--- src/rtl/adsr_pkg.sv ---
// Shared types and constants for the ADSR envelope amplifier.
`default_nettype none

package adsr_pkg;

    // Q1.23 level format
    localparam int unsigned LEVEL_W = 24;
    localparam logic [LEVEL_W-1:0] ONE_Q23 = 24'd8388608;

    // Working width of the stage update: a 24-bit level plus or minus a 24-bit step
    localparam int unsigned ADV_W = LEVEL_W + 2;

    // Serial multiplier geometry: radix-4 digits over a 25-bit multiplier
    localparam int unsigned MUL_A_W      = LEVEL_W + 1;
    localparam int unsigned MUL_B_W      = LEVEL_W + 1;
    localparam int unsigned MUL_ACC_W    = MUL_A_W + 3;
    localparam int unsigned MUL_DIGITS   = (MUL_B_W - 1) / 2;
    localparam int unsigned MUL_CNT_W    = $clog2(MUL_DIGITS + 1);

    // Configuration register map
    localparam int unsigned APB_ADDR_W = 5;
    localparam int unsigned APB_DATA_W = 32;
    localparam int unsigned REG_IDX_W  = 3;

    localparam logic [REG_IDX_W-1:0] REG_ATTACK_STEP   = 3'd0;
    localparam logic [REG_IDX_W-1:0] REG_DECAY_STEP    = 3'd1;
    localparam logic [REG_IDX_W-1:0] REG_RELEASE_STEP  = 3'd2;
    localparam logic [REG_IDX_W-1:0] REG_SUSTAIN_LEVEL = 3'd3;
    localparam logic [REG_IDX_W-1:0] REG_ONE_SHOT      = 3'd4;

    localparam logic [LEVEL_W-1:0] RST_ATTACK_STEP   = 24'd1900;
    localparam logic [LEVEL_W-1:0] RST_DECAY_STEP    = 24'd57;
    localparam logic [LEVEL_W-1:0] RST_RELEASE_STEP  = 24'd380;
    localparam logic [LEVEL_W-1:0] RST_SUSTAIN_LEVEL = 24'd5872026;

    // Item kinds
    typedef enum logic [1:0] {
        KIND_TICK     = 2'd0,
        KIND_NOTE_ON  = 2'd1,
        KIND_NOTE_OFF = 2'd2,
        KIND_RESET    = 2'd3
    } kind_t;

    // Envelope stages
    typedef enum logic [2:0] {
        ST_IDLE    = 3'd0,
        ST_ATTACK  = 3'd1,
        ST_DECAY   = 3'd2,
        ST_SUSTAIN = 3'd3,
        ST_RELEASE = 3'd4
    } stage_t;

endpackage

`default_nettype wire

--- src/rtl/adsr_ifs.sv ---
// Valid/ready channel interfaces for envelope items and results.
`default_nettype none

interface adsr_item_if;
    logic               valid;
    logic               ready;
    logic [1:0]         kind;
    logic signed [23:0] sample_left;
    logic signed [23:0] sample_right;
    logic [23:0]        velocity;

    modport source (
        output valid, kind, sample_left, sample_right, velocity,
        input  ready
    );
    modport sink (
        input  valid, kind, sample_left, sample_right, velocity,
        output ready
    );
endinterface

interface adsr_result_if;
    logic               valid;
    logic               ready;
    logic signed [23:0] out_left;
    logic signed [23:0] out_right;
    logic [23:0]        env_level;
    logic [2:0]         env_stage;
    logic               is_active;

    modport source (
        output valid, out_left, out_right, env_level, env_stage, is_active,
        input  ready
    );
    modport sink (
        input  valid, out_left, out_right, env_level, env_stage, is_active,
        output ready
    );
endinterface

`default_nettype wire

--- src/rtl/adsr_smul.sv ---
// Digit-serial signed-by-unsigned multiplier returning floor(a * b / 2^24).
`default_nettype none

module adsr_smul
    import adsr_pkg::*;
(
    input  wire logic                       clk,
    input  wire logic                       rst_n,
    input  wire logic                       start,
    input  wire logic signed [MUL_A_W-1:0]  a,
    input  wire logic [MUL_B_W-1:0]         b,
    output logic                            done,
    output logic signed [MUL_A_W-1:0]       product
);

    logic                          busy_reg, busy_next;
    logic                          done_reg, done_next;
    logic [MUL_CNT_W-1:0]          cnt_reg, cnt_next;
    logic signed [MUL_ACC_W-1:0]   a_reg, a_next;
    logic [MUL_B_W-1:0]            b_reg, b_next;
    logic signed [MUL_ACC_W-1:0]   acc_reg, acc_next;
    logic signed [MUL_ACC_W-1:0]   pp;
    logic signed [MUL_ACC_W-1:0]   sum;

    // Partial product of the current two-bit digit of the multiplier.
    always_comb
    begin
        pp = '0;
        if (b_reg[0])
        begin
            pp = pp + a_reg;
        end
        if (b_reg[1])
        begin
            pp = pp + (a_reg <<< 1);
        end
        sum = acc_reg + pp;
    end

    // Each digit step adds and shifts right by two, which floors the dropped bits.
    // The last step adds the top multiplier bit at unit weight.
    always_comb
    begin
        busy_next = busy_reg;
        done_next = 1'b0;
        cnt_next  = cnt_reg;
        a_next    = a_reg;
        b_next    = b_reg;
        acc_next  = acc_reg;
        if (start)
        begin
            busy_next = 1'b1;
            cnt_next  = '0;
            a_next    = MUL_ACC_W'(a);
            b_next    = b;
            acc_next  = '0;
        end
        else if (busy_reg)
        begin
            if (cnt_reg == MUL_CNT_W'(MUL_DIGITS))
            begin
                acc_next  = b_reg[0] ? (acc_reg + a_reg) : acc_reg;
                busy_next = 1'b0;
                done_next = 1'b1;
            end
            else
            begin
                acc_next = sum >>> 2;
                b_next   = b_reg >> 2;
                cnt_next = cnt_reg + 1'b1;
            end
        end
    end

    always_ff @(posedge clk or negedge rst_n)
    begin
        if (!rst_n)
        begin
            busy_reg <= 1'b0;
            done_reg <= 1'b0;
            cnt_reg  <= '0;
            a_reg    <= '0;
            b_reg    <= '0;
            acc_reg  <= '0;
        end
        else
        begin
            busy_reg <= busy_next;
            done_reg <= done_next;
            cnt_reg  <= cnt_next;
            a_reg    <= a_next;
            b_reg    <= b_next;
            acc_reg  <= acc_next;
        end
    end

    assign done    = done_reg;
    assign product = acc_reg[MUL_A_W-1:0];

endmodule

`default_nettype wire

--- src/rtl/adsr_envelope_vca.sv ---
// Top level: ADSR envelope stage machine, register file and stereo amplifier.
//
//  Port    | Role            | Beat contents
//  --------+-----------------+-------------------------------------------------
//  item    | sink, valid/rdy | kind, sample_left, sample_right, velocity
//  result  | source, valid/rdy| out_left, out_right, env_level, env_stage, is_active
//  APB     | register access | attack/decay/release steps, sustain level, one-shot
//
// A sample tick goes from acceptance to the next acceptance through the stage update, then
// through two passes of the radix-4 serial multipliers (gain = level * velocity, then
// sample * gain on both lanes).
// Note on, note off and reset items bypass the multipliers.
// rst_n clears the stage machine, the envelope state and the registers to their defaults.
// A finished result waits in the output register; the next beat is accepted meanwhile,
// and its result is held back only until the output register is free.
`default_nettype none

module adsr_envelope_vca
    import adsr_pkg::*;
(
    input  wire logic                   clk,
    input  wire logic                   rst_n,
    adsr_item_if.sink                   item,
    adsr_result_if.source               result,
    input  wire logic                   psel,
    input  wire logic                   penable,
    input  wire logic                   pwrite,
    input  wire logic [APB_ADDR_W-1:0]  paddr,
    input  wire logic [APB_DATA_W-1:0]  pwdata,
    output logic [APB_DATA_W-1:0]       prdata,
    output logic                        pready
);

    typedef enum logic [2:0] {
        S_IDLE,
        S_EXEC,
        S_GAIN,
        S_AMP,
        S_DONE
    } fsm_t;

    // Configuration registers
    logic [LEVEL_W-1:0] attack_step_reg;
    logic [LEVEL_W-1:0] decay_step_reg;
    logic [LEVEL_W-1:0] release_step_reg;
    logic [LEVEL_W-1:0] sustain_level_reg;
    logic               one_shot_reg;
    logic [REG_IDX_W-1:0] reg_idx;
    logic                 cfg_wr;

    // Control and envelope state
    fsm_t               state_reg, state_next;
    kind_t              kind_reg, kind_next;
    logic signed [23:0] samp_l_reg, samp_l_next;
    logic signed [23:0] samp_r_reg, samp_r_next;
    logic [LEVEL_W-1:0] vel_in_reg, vel_in_next;
    stage_t             stage_reg, stage_next;
    logic [LEVEL_W-1:0] level_reg, level_next;
    logic [LEVEL_W-1:0] held_vel_reg, held_vel_next;
    logic               note_held_reg, note_held_next;
    logic signed [23:0] res_l_reg, res_l_next;
    logic signed [23:0] res_r_reg, res_r_next;

    // Output register
    logic               out_valid_reg, out_valid_next;
    logic signed [23:0] out_left_reg, out_left_next;
    logic signed [23:0] out_right_reg, out_right_next;
    logic [LEVEL_W-1:0] out_level_reg, out_level_next;
    stage_t             out_stage_reg, out_stage_next;

    // Stage update datapath
    logic [LEVEL_W-1:0]        sus_clamped;
    logic [LEVEL_W-1:0]        step_sel;
    logic signed [ADV_W-1:0]   adv_sum;
    stage_t                    adv_stage;
    logic [LEVEL_W-1:0]        adv_level;
    logic [LEVEL_W-1:0]        vel_sat;

    // Multiplier hookup
    logic                      mul_l_start, mul_r_start;
    logic signed [MUL_A_W-1:0] mul_l_a, mul_r_a;
    logic [MUL_B_W-1:0]        mul_l_b, mul_r_b;
    logic                      mul_l_done, mul_r_done;
    logic signed [MUL_A_W-1:0] mul_l_prod, mul_r_prod;
    logic [LEVEL_W-1:0]        gain;
    logic                      out_load;

    // APB register file: pready is always high, writes land on the access cycle.
    assign pready  = 1'b1;
    assign reg_idx = paddr[APB_ADDR_W-1:2];
    assign cfg_wr  = psel && penable && pwrite;

    always_ff @(posedge clk or negedge rst_n)
    begin
        if (!rst_n)
        begin
            attack_step_reg   <= RST_ATTACK_STEP;
            decay_step_reg    <= RST_DECAY_STEP;
            release_step_reg  <= RST_RELEASE_STEP;
            sustain_level_reg <= RST_SUSTAIN_LEVEL;
            one_shot_reg      <= 1'b0;
        end
        else if (cfg_wr)
        begin
            unique case (reg_idx)
                REG_ATTACK_STEP:   attack_step_reg   <= pwdata[LEVEL_W-1:0];
                REG_DECAY_STEP:    decay_step_reg    <= pwdata[LEVEL_W-1:0];
                REG_RELEASE_STEP:  release_step_reg  <= pwdata[LEVEL_W-1:0];
                REG_SUSTAIN_LEVEL: sustain_level_reg <= pwdata[LEVEL_W-1:0];
                REG_ONE_SHOT:      one_shot_reg      <= pwdata[0];
                default:           ;
            endcase
        end
    end

    // Register readback.
    always_comb
    begin
        unique case (reg_idx)
            REG_ATTACK_STEP:   prdata = APB_DATA_W'(attack_step_reg);
            REG_DECAY_STEP:    prdata = APB_DATA_W'(decay_step_reg);
            REG_RELEASE_STEP:  prdata = APB_DATA_W'(release_step_reg);
            REG_SUSTAIN_LEVEL: prdata = APB_DATA_W'(sustain_level_reg);
            REG_ONE_SHOT:      prdata = APB_DATA_W'(one_shot_reg);
            default:           prdata = '0;
        endcase
    end

    // Stage update for a sample tick: one add or subtract, then a clamp compare.
    always_comb
    begin
        sus_clamped = (sustain_level_reg > ONE_Q23) ? ONE_Q23 : sustain_level_reg;
        unique case (stage_reg)
            ST_ATTACK: step_sel = attack_step_reg;
            ST_DECAY:  step_sel = decay_step_reg;
            default:   step_sel = release_step_reg;
        endcase
        if (stage_reg == ST_ATTACK)
        begin
            adv_sum = signed'(ADV_W'(level_reg)) + signed'(ADV_W'(step_sel));
        end
        else
        begin
            adv_sum = signed'(ADV_W'(level_reg)) - signed'(ADV_W'(step_sel));
        end

        adv_stage = stage_reg;
        adv_level = level_reg;
        unique case (stage_reg)
            ST_ATTACK:
            begin
                if (adv_sum >= signed'(ADV_W'(ONE_Q23)))
                begin
                    adv_level = ONE_Q23;
                    adv_stage = ST_DECAY;
                end
                else
                begin
                    adv_level = adv_sum[LEVEL_W-1:0];
                end
            end
            ST_DECAY:
            begin
                if (adv_sum <= signed'(ADV_W'(sus_clamped)))
                begin
                    adv_level = sus_clamped;
                    adv_stage = one_shot_reg ? ST_RELEASE : ST_SUSTAIN;
                end
                else
                begin
                    adv_level = adv_sum[LEVEL_W-1:0];
                end
            end
            ST_SUSTAIN:
            begin
                if (!note_held_reg)
                begin
                    adv_stage = ST_RELEASE;
                end
            end
            ST_RELEASE:
            begin
                if (adv_sum <= signed'(ADV_W'(0)))
                begin
                    adv_level = '0;
                    adv_stage = ST_IDLE;
                end
                else
                begin
                    adv_level = adv_sum[LEVEL_W-1:0];
                end
            end
            default: ;
        endcase

        vel_sat = (vel_in_reg > ONE_Q23) ? ONE_Q23 : vel_in_reg;
    end

    // Left multiplier first forms the gain, then both lanes scale the samples.
    assign gain        = mul_l_prod[LEVEL_W-1:0];
    assign mul_l_start = ((state_reg == S_EXEC) && (kind_reg == KIND_TICK))
                      || ((state_reg == S_GAIN) && mul_l_done);
    assign mul_r_start = (state_reg == S_GAIN) && mul_l_done;
    assign mul_l_a     = (state_reg == S_EXEC) ? signed'(MUL_A_W'(adv_level))
                                               : MUL_A_W'(samp_l_reg);
    assign mul_l_b     = (state_reg == S_EXEC) ? {held_vel_reg, 1'b0} : {gain, 1'b0};
    assign mul_r_a     = MUL_A_W'(samp_r_reg);
    assign mul_r_b     = {gain, 1'b0};

    adsr_smul u_mul_l (
        .clk     (clk),
        .rst_n   (rst_n),
        .start   (mul_l_start),
        .a       (mul_l_a),
        .b       (mul_l_b),
        .done    (mul_l_done),
        .product (mul_l_prod)
    );

    adsr_smul u_mul_r (
        .clk     (clk),
        .rst_n   (rst_n),
        .start   (mul_r_start),
        .a       (mul_r_a),
        .b       (mul_r_b),
        .done    (mul_r_done),
        .product (mul_r_prod)
    );

    // Sequencer next-state and register updates.
    always_comb
    begin
        state_next     = state_reg;
        kind_next      = kind_reg;
        samp_l_next    = samp_l_reg;
        samp_r_next    = samp_r_reg;
        vel_in_next    = vel_in_reg;
        stage_next     = stage_reg;
        level_next     = level_reg;
        held_vel_next  = held_vel_reg;
        note_held_next = note_held_reg;
        res_l_next     = res_l_reg;
        res_r_next     = res_r_reg;
        out_left_next  = out_left_reg;
        out_right_next = out_right_reg;
        out_level_next = out_level_reg;
        out_stage_next = out_stage_reg;
        out_load       = (state_reg == S_DONE) && (!out_valid_reg || result.ready);
        out_valid_next = out_valid_reg && !result.ready;

        unique case (state_reg)
            S_IDLE:
            begin
                if (item.valid)
                begin
                    kind_next   = kind_t'(item.kind);
                    samp_l_next = item.sample_left;
                    samp_r_next = item.sample_right;
                    vel_in_next = item.velocity;
                    state_next  = S_EXEC;
                end
            end
            S_EXEC:
            begin
                res_l_next = '0;
                res_r_next = '0;
                unique case (kind_reg)
                    KIND_TICK:
                    begin
                        stage_next = adv_stage;
                        level_next = adv_level;
                        state_next = S_GAIN;
                    end
                    KIND_NOTE_ON:
                    begin
                        held_vel_next  = vel_sat;
                        note_held_next = 1'b1;
                        stage_next     = ST_ATTACK;
                        state_next     = S_DONE;
                    end
                    KIND_NOTE_OFF:
                    begin
                        note_held_next = 1'b0;
                        if (stage_reg == ST_SUSTAIN)
                        begin
                            stage_next = ST_RELEASE;
                        end
                        state_next = S_DONE;
                    end
                    KIND_RESET:
                    begin
                        stage_next     = ST_IDLE;
                        level_next     = '0;
                        note_held_next = 1'b0;
                        state_next     = S_DONE;
                    end
                endcase
            end
            S_GAIN:
            begin
                if (mul_l_done)
                begin
                    state_next = S_AMP;
                end
            end
            S_AMP:
            begin
                if (mul_r_done)
                begin
                    res_l_next = mul_l_prod[23:0];
                    res_r_next = mul_r_prod[23:0];
                    state_next = S_DONE;
                end
            end
            S_DONE:
            begin
                if (out_load)
                begin
                    state_next = S_IDLE;
                end
            end
            default: state_next = S_IDLE;
        endcase

        if (out_load)
        begin
            out_valid_next = 1'b1;
            out_left_next  = res_l_reg;
            out_right_next = res_r_reg;
            out_level_next = level_reg;
            out_stage_next = stage_reg;
        end
    end

    always_ff @(posedge clk or negedge rst_n)
    begin
        if (!rst_n)
        begin
            state_reg     <= S_IDLE;
            kind_reg      <= KIND_TICK;
            samp_l_reg    <= '0;
            samp_r_reg    <= '0;
            vel_in_reg    <= '0;
            stage_reg     <= ST_IDLE;
            level_reg     <= '0;
            held_vel_reg  <= '0;
            note_held_reg <= 1'b0;
            res_l_reg     <= '0;
            res_r_reg     <= '0;
            out_valid_reg <= 1'b0;
            out_left_reg  <= '0;
            out_right_reg <= '0;
            out_level_reg <= '0;
            out_stage_reg <= ST_IDLE;
        end
        else
        begin
            state_reg     <= state_next;
            kind_reg      <= kind_next;
            samp_l_reg    <= samp_l_next;
            samp_r_reg    <= samp_r_next;
            vel_in_reg    <= vel_in_next;
            stage_reg     <= stage_next;
            level_reg     <= level_next;
            held_vel_reg  <= held_vel_next;
            note_held_reg <= note_held_next;
            res_l_reg     <= res_l_next;
            res_r_reg     <= res_r_next;
            out_valid_reg <= out_valid_next;
            out_left_reg  <= out_left_next;
            out_right_reg <= out_right_next;
            out_level_reg <= out_level_next;
            out_stage_reg <= out_stage_next;
        end
    end

    // Channel outputs.
    assign item.ready       = (state_reg == S_IDLE);
    assign result.valid     = out_valid_reg;
    assign result.out_left  = out_left_reg;
    assign result.out_right = out_right_reg;
    assign result.env_level = out_level_reg;
    assign result.env_stage = out_stage_reg;
    assign result.is_active = (out_stage_reg != ST_IDLE);

endmodule

`default_nettype wire

--- src/flat_wrapper.sv ---
// flat-port wrapper written by rule: the top's interface ports become plain ports
module adsr_envelope_vca_flat import adsr_pkg::*;
  (clk, rst_n, psel, penable, pwrite, paddr, pwdata, prdata, pready, item_valid, item_kind, item_sample_left, item_sample_right, item_velocity, item_ready, result_valid, result_out_left, result_out_right, result_env_level, result_env_stage, result_is_active, result_ready);
  adsr_item_if item_i ();
  adsr_result_if result_i ();
  input  wire logic clk;
  input  wire logic rst_n;
  input  wire logic psel;
  input  wire logic penable;
  input  wire logic pwrite;
  input  wire logic [APB_ADDR_W-1:0] paddr;
  input  wire logic [APB_DATA_W-1:0] pwdata;
  output logic [APB_DATA_W-1:0] prdata;
  output logic pready;
  input wire logic [$bits(item_i.valid)-1:0] item_valid;
  input wire logic [$bits(item_i.kind)-1:0] item_kind;
  input wire logic [$bits(item_i.sample_left)-1:0] item_sample_left;
  input wire logic [$bits(item_i.sample_right)-1:0] item_sample_right;
  input wire logic [$bits(item_i.velocity)-1:0] item_velocity;
  output wire logic [$bits(item_i.ready)-1:0] item_ready;
  output wire logic [$bits(result_i.valid)-1:0] result_valid;
  output wire logic [$bits(result_i.out_left)-1:0] result_out_left;
  output wire logic [$bits(result_i.out_right)-1:0] result_out_right;
  output wire logic [$bits(result_i.env_level)-1:0] result_env_level;
  output wire logic [$bits(result_i.env_stage)-1:0] result_env_stage;
  output wire logic [$bits(result_i.is_active)-1:0] result_is_active;
  input wire logic [$bits(result_i.ready)-1:0] result_ready;
  assign item_i.valid = item_valid;
  assign item_i.kind = item_kind;
  assign item_i.sample_left = item_sample_left;
  assign item_i.sample_right = item_sample_right;
  assign item_i.velocity = item_velocity;
  assign item_ready = item_i.ready;
  assign result_valid = result_i.valid;
  assign result_out_left = result_i.out_left;
  assign result_out_right = result_i.out_right;
  assign result_env_level = result_i.env_level;
  assign result_env_stage = result_i.env_stage;
  assign result_is_active = result_i.is_active;
  assign result_i.ready = result_ready;
  adsr_envelope_vca u_core (.clk(clk), .rst_n(rst_n), .item(item_i), .result(result_i), .psel(psel), .penable(penable), .pwrite(pwrite), .paddr(paddr), .pwdata(pwdata), .prdata(prdata), .pready(pready));
endmodule
--- config.mk ---
export PLATFORM = sky130hd
export DESIGN_NAME = adsr_envelope_vca_flat
export DESIGN_NICKNAME = d
export VERILOG_FILES = /design/src/rtl/adsr_pkg.sv /design/src/rtl/adsr_ifs.sv /design/src/rtl/adsr_smul.sv /design/src/rtl/adsr_envelope_vca.sv /design/src/flat_wrapper.sv
export SDC_FILE = /design/constraint.sdc
export NUM_CORES = 2
export LEC_CHECK = 0
export BUFFER_PORTS_ARGS = -buffer_cell sky130_fd_sc_hd__buf_2
export CAP_MARGIN = 20
export CORE_UTILIZATION = 55
export CTS_BUF_LIST = sky130_fd_sc_hd__clkbuf_4 sky130_fd_sc_hd__clkbuf_8
export CTS_CLUSTER_DIAMETER = 120
export DETAILED_ROUTE_END_ITERATION = 10
export GPL_TIMING_DRIVEN = 0
export PLACE_DENSITY = 0.83
export SKIP_CTS_REPAIR_TIMING = 1
export SLEW_MARGIN = 10
export SYNTH_ARGS = -nofsm -noshare
export SYNTH_HDL_FRONTEND = slang
export SYNTH_SLANG_ARGS = --single-unit
--- constraint.sdc ---
create_clock -name clk -period 10.1 [get_ports clk]
set_input_delay 2.02 -clock clk [delete_from_list [all_inputs] [get_ports clk]]
set_output_delay 2.02 -clock clk [all_outputs]
set_load 0.05 [all_outputs]
==> impl_metrics.env <==
export IMPL_tritoncts_num_buffers=89
export IMPL_period_share_pct=92.6
export IMPL_vias_per_cell=6.28
export IMPL_core_mm2=0.0590
export IMPL_synth_xor_xnor_area_share_pct=4.10
export IMPL_total_power_mw=13.0
export IMPL_routed_wirelength_mm=99.8
export IMPL_place_inst=4491
export IMPL_yosys_area_share_simple_pct=14.7
export IMPL_vdd_ir_drop_max_mv=0.280
export IMPL_globalplace_congestion=0.989
export IMPL_timing_clock_skew_ns=0.0420
export IMPL_grt_usage_pct=32.8
export IMPL_synth_top_area_cell="dfrtp_1"
export IMPL_dr_total_vias=29200
export IMPL_fp_dieArea_mm2=0.0608
export IMPL_synth_enable_flop_cells=0
export IMPL_initial_utilization_pct=55.7
export IMPL_finalNetCount=4168
export IMPL_worst_pin_slew_ns=1.08
export IMPL_total_number_of_yosys_warnings=0
export IMPL_combinational_family_with_the_most_area_after_synthesis="compound AO/OA/AOI/OAI gates"
export IMPL_yosys_cell_types_count=80
export IMPL_post_route_cells_drive_above_1_share_pct=18.7
export IMPL_synth_sequential_area_ratio_pct=39.4
export IMPL_grt_antenna_before_repair=3
export IMPL_finalSetupViolCount=0
export IMPL_top_level_ports=229
export IMPL_clock_sinks=517
export IMPL_area_growth_synth_to_final_pct=12.6
export IMPL_die_height_um=247
export IMPL_synthMostInstantiatedCell="dfrtp_1"
export IMPL_yosys_area_top_type_share_pct=37.1
export IMPL_ant_nets=0
export IMPL_final_cell_count_no_fill=4655
export IMPL_cts_root_buffer="clkbuf_8"
export IMPL_arrival_ns=9.93
export IMPL_grt_overflow=0
export IMPL_timing_critical_path_buf_inv=8
export IMPL_report_final_slew_viol_count=0
export IMPL_rsz_0062_raised_after_global_routing="no"
export IMPL_post_synthesis_area_per_instance_um2=9.40
export IMPL_worst_setup_hold_path_clk_slew_ns=0.07
export IMPL_drt_pass1_iter_count=6
export IMPL_result_of_the_run="complete, no violations"
export IMPL_drt_wirelength_per_cell_um=21.4
export IMPL_power_density_cell_area_mw_per_mm2=351
export IMPL_criticalPathCategory="flip-flop to flip-flop"
export IMPL_top_flip_flop_cell_by_instance_count_after_synthesis="dfrtp_1"
export IMPL_postSynth_asyncResetShare_pct=100
export IMPL_first_global_vias=28100
export IMPL_clockBufferDepth=3
export IMPL_timing_critical_path_to_type="flip-flop"
export IMPL_netlist_top_cells_area="dfrtp_1, mux2_2, ha_1, nand2_1, a21oi_1"
export IMPL_ctsHtreeMaxLevel=3
export IMPL_worstSetupStartpointType="flip-flop"
export IMPL_clock_latency_on_the_worst_skew_pair_ns=0.73
export IMPL_worst_relative_slew_slack_pct=28.3
export IMPL_max_cap_violations=0
export IMPL_synth_compound_area_share_pct=19.0
export IMPL_critical_path_slowest_cell="a311oi_1"
export IMPL_dieWidth_um=247
export IMPL_timing_hold_violations_final=0
export IMPL_drtIter0Drc=2913
export IMPL_worst_ep_required_time_ns=10.69
export IMPL_post_synth_mux_area_share_pct=9.89
export IMPL_port_buffers=207
export IMPL_critical_path_peak_fanout=10
export IMPL_synth_top_cells_by_count="dfrtp_1, nand2_1, mux2_2"
export IMPL_max_freq_mhz=107
export IMPL_synthesis_instances=3499
export IMPL_power_leakage_nw=17.8
export IMPL_hp_class="flip-flop to flip-flop"
export IMPL_crit_path_max_incr_delay_ns=0.68
export IMPL_flops_latches_synth=517
export IMPL_tritoncts="built"
export IMPL_drc=0
export IMPL_detailedPlacementHpwl_mm=74.8
export IMPL_synth_adder_area_share_pct=9.27
export IMPL_num_rows=89
export IMPL_critical_path_top_delay_family="compound AO/OA/AOI/OAI gates"
export IMPL_post_synth_instance_area_mm2=0.0329
export IMPL_grt_first_pass_wirelength_mm=155
export IMPL_final_period_minus_worst_setup_slack_ns=9.35
export IMPL_grt_max_degree=115
==> cells in the final DEF (no fill, tap or decap), types with 59 or more instances in the layout <==
cell / instances
a21o_1: 59
a21oi_1: 247
a22o_1: 70
and2_1: 67
buf_2: 214
clkbuf_1: 146
clkbuf_8: 115
dfrtp_1: 488
ha_1: 234
inv_1: 107
mux2_2: 280
nand2_1: 469
nand3_1: 85
nor2_1: 187
o21ai_0: 205
xnor2_1: 97
==> through the flow <==
stage,hold slack [ns],setup slack (ns),TNS [ns],instance area [um^2],util (%)
after floorplan,0.435,3.55,0,32900,-
after global placement,0.447,-3.64,-1727.46,34900,59.2
after detailed placement,0.452,0.772,0,35100,59.4
after CTS,0.464,0.770,0,37000,62.7
after global routing,0.486,0.222,0,37000,62.7
final,0.461,0.752,0,37000,62.7
==> final cells by class <==
class	instances	area, um^2
Sequential cell	517	13000
Clock inverter	15	135
Fill cell	4881	22000
Buffer	187	759
Multi-Input combinational cell	2694	18800
Clock buffer	145	1810
Antenna cell	3	7.51
Tap cell	773	967
Inverter	108	405
Timing Repair Buffer	213	1190
==> kinds of logic after synthesis <==
family                   after synthesis
AO/OA/AOI/OAI                        944
flip-flops                           517
XOR/XNOR                             154
adder cells (fa/ha/maj)              240
buffers and inverters                295
AND/OR/NAND/NOR                     1057
multiplexers                         290
other                                  2
==> final timing paths <==
kind / from / end / slack, ns / cells past startpoint
worst max-delay path: u_core.stage_reg[2] / u_core.level_reg[18] / 0.75 / 31
worst min-delay path: u_core.samp_r_reg[13] / u_core.u_mul_r.a_reg[13] / 0.46 / 2
worst max register to register: u_core.stage_reg[2] / u_core.level_reg[18] / 0.75 / 31
worst min register to register: u_core.samp_r_reg[13] / u_core.u_mul_r.a_reg[13] / 0.46 / 2
max in group asynchronous: rst_n / u_core.result.out_left[6] / 7.40 / 4
min in group asynchronous: rst_n / u_core.samp_r_reg[14] / 1.09 / 1
==> power by group <==
| part | internal, mW | leakage [nW] | switching [mW] |
|---|---|---|---|
| Sequential | 2.84 | 6.60 | 0.889 |
| Clock | 1.14 | 1.04 | 0.921 |
| Combinational | 2.77 | 10.2 | 4.43 |
| Total | 6.75 | 17.8 | 6.24 |
==> per-layer routing <==
| metal | vias up | part of all wire (%) | wire length, um | GRT usage [%] |
|---|---|---|---|---|
| li1 | 13300 | - | - | - |
| met1 | 14100 | 41 | 40700 | 43.4 |
| met2 | 1512 | 45 | 44600 | 50.8 |
| met3 | 298 | 9.7 | 9670 | 7.28 |
| met4 | 2 | 4.8 | 4750 | 16.1 |
| met5 | - | 0.010 | 10 | 0 |
==> tightest hold or removal path, stage by stage (launching register included) <==
cell,delay (ns)
dfrtp_1,0.35
nand2_1,0.05
nand2_1,0.05
No activity file was read; power rests on OpenSTA's default activity.
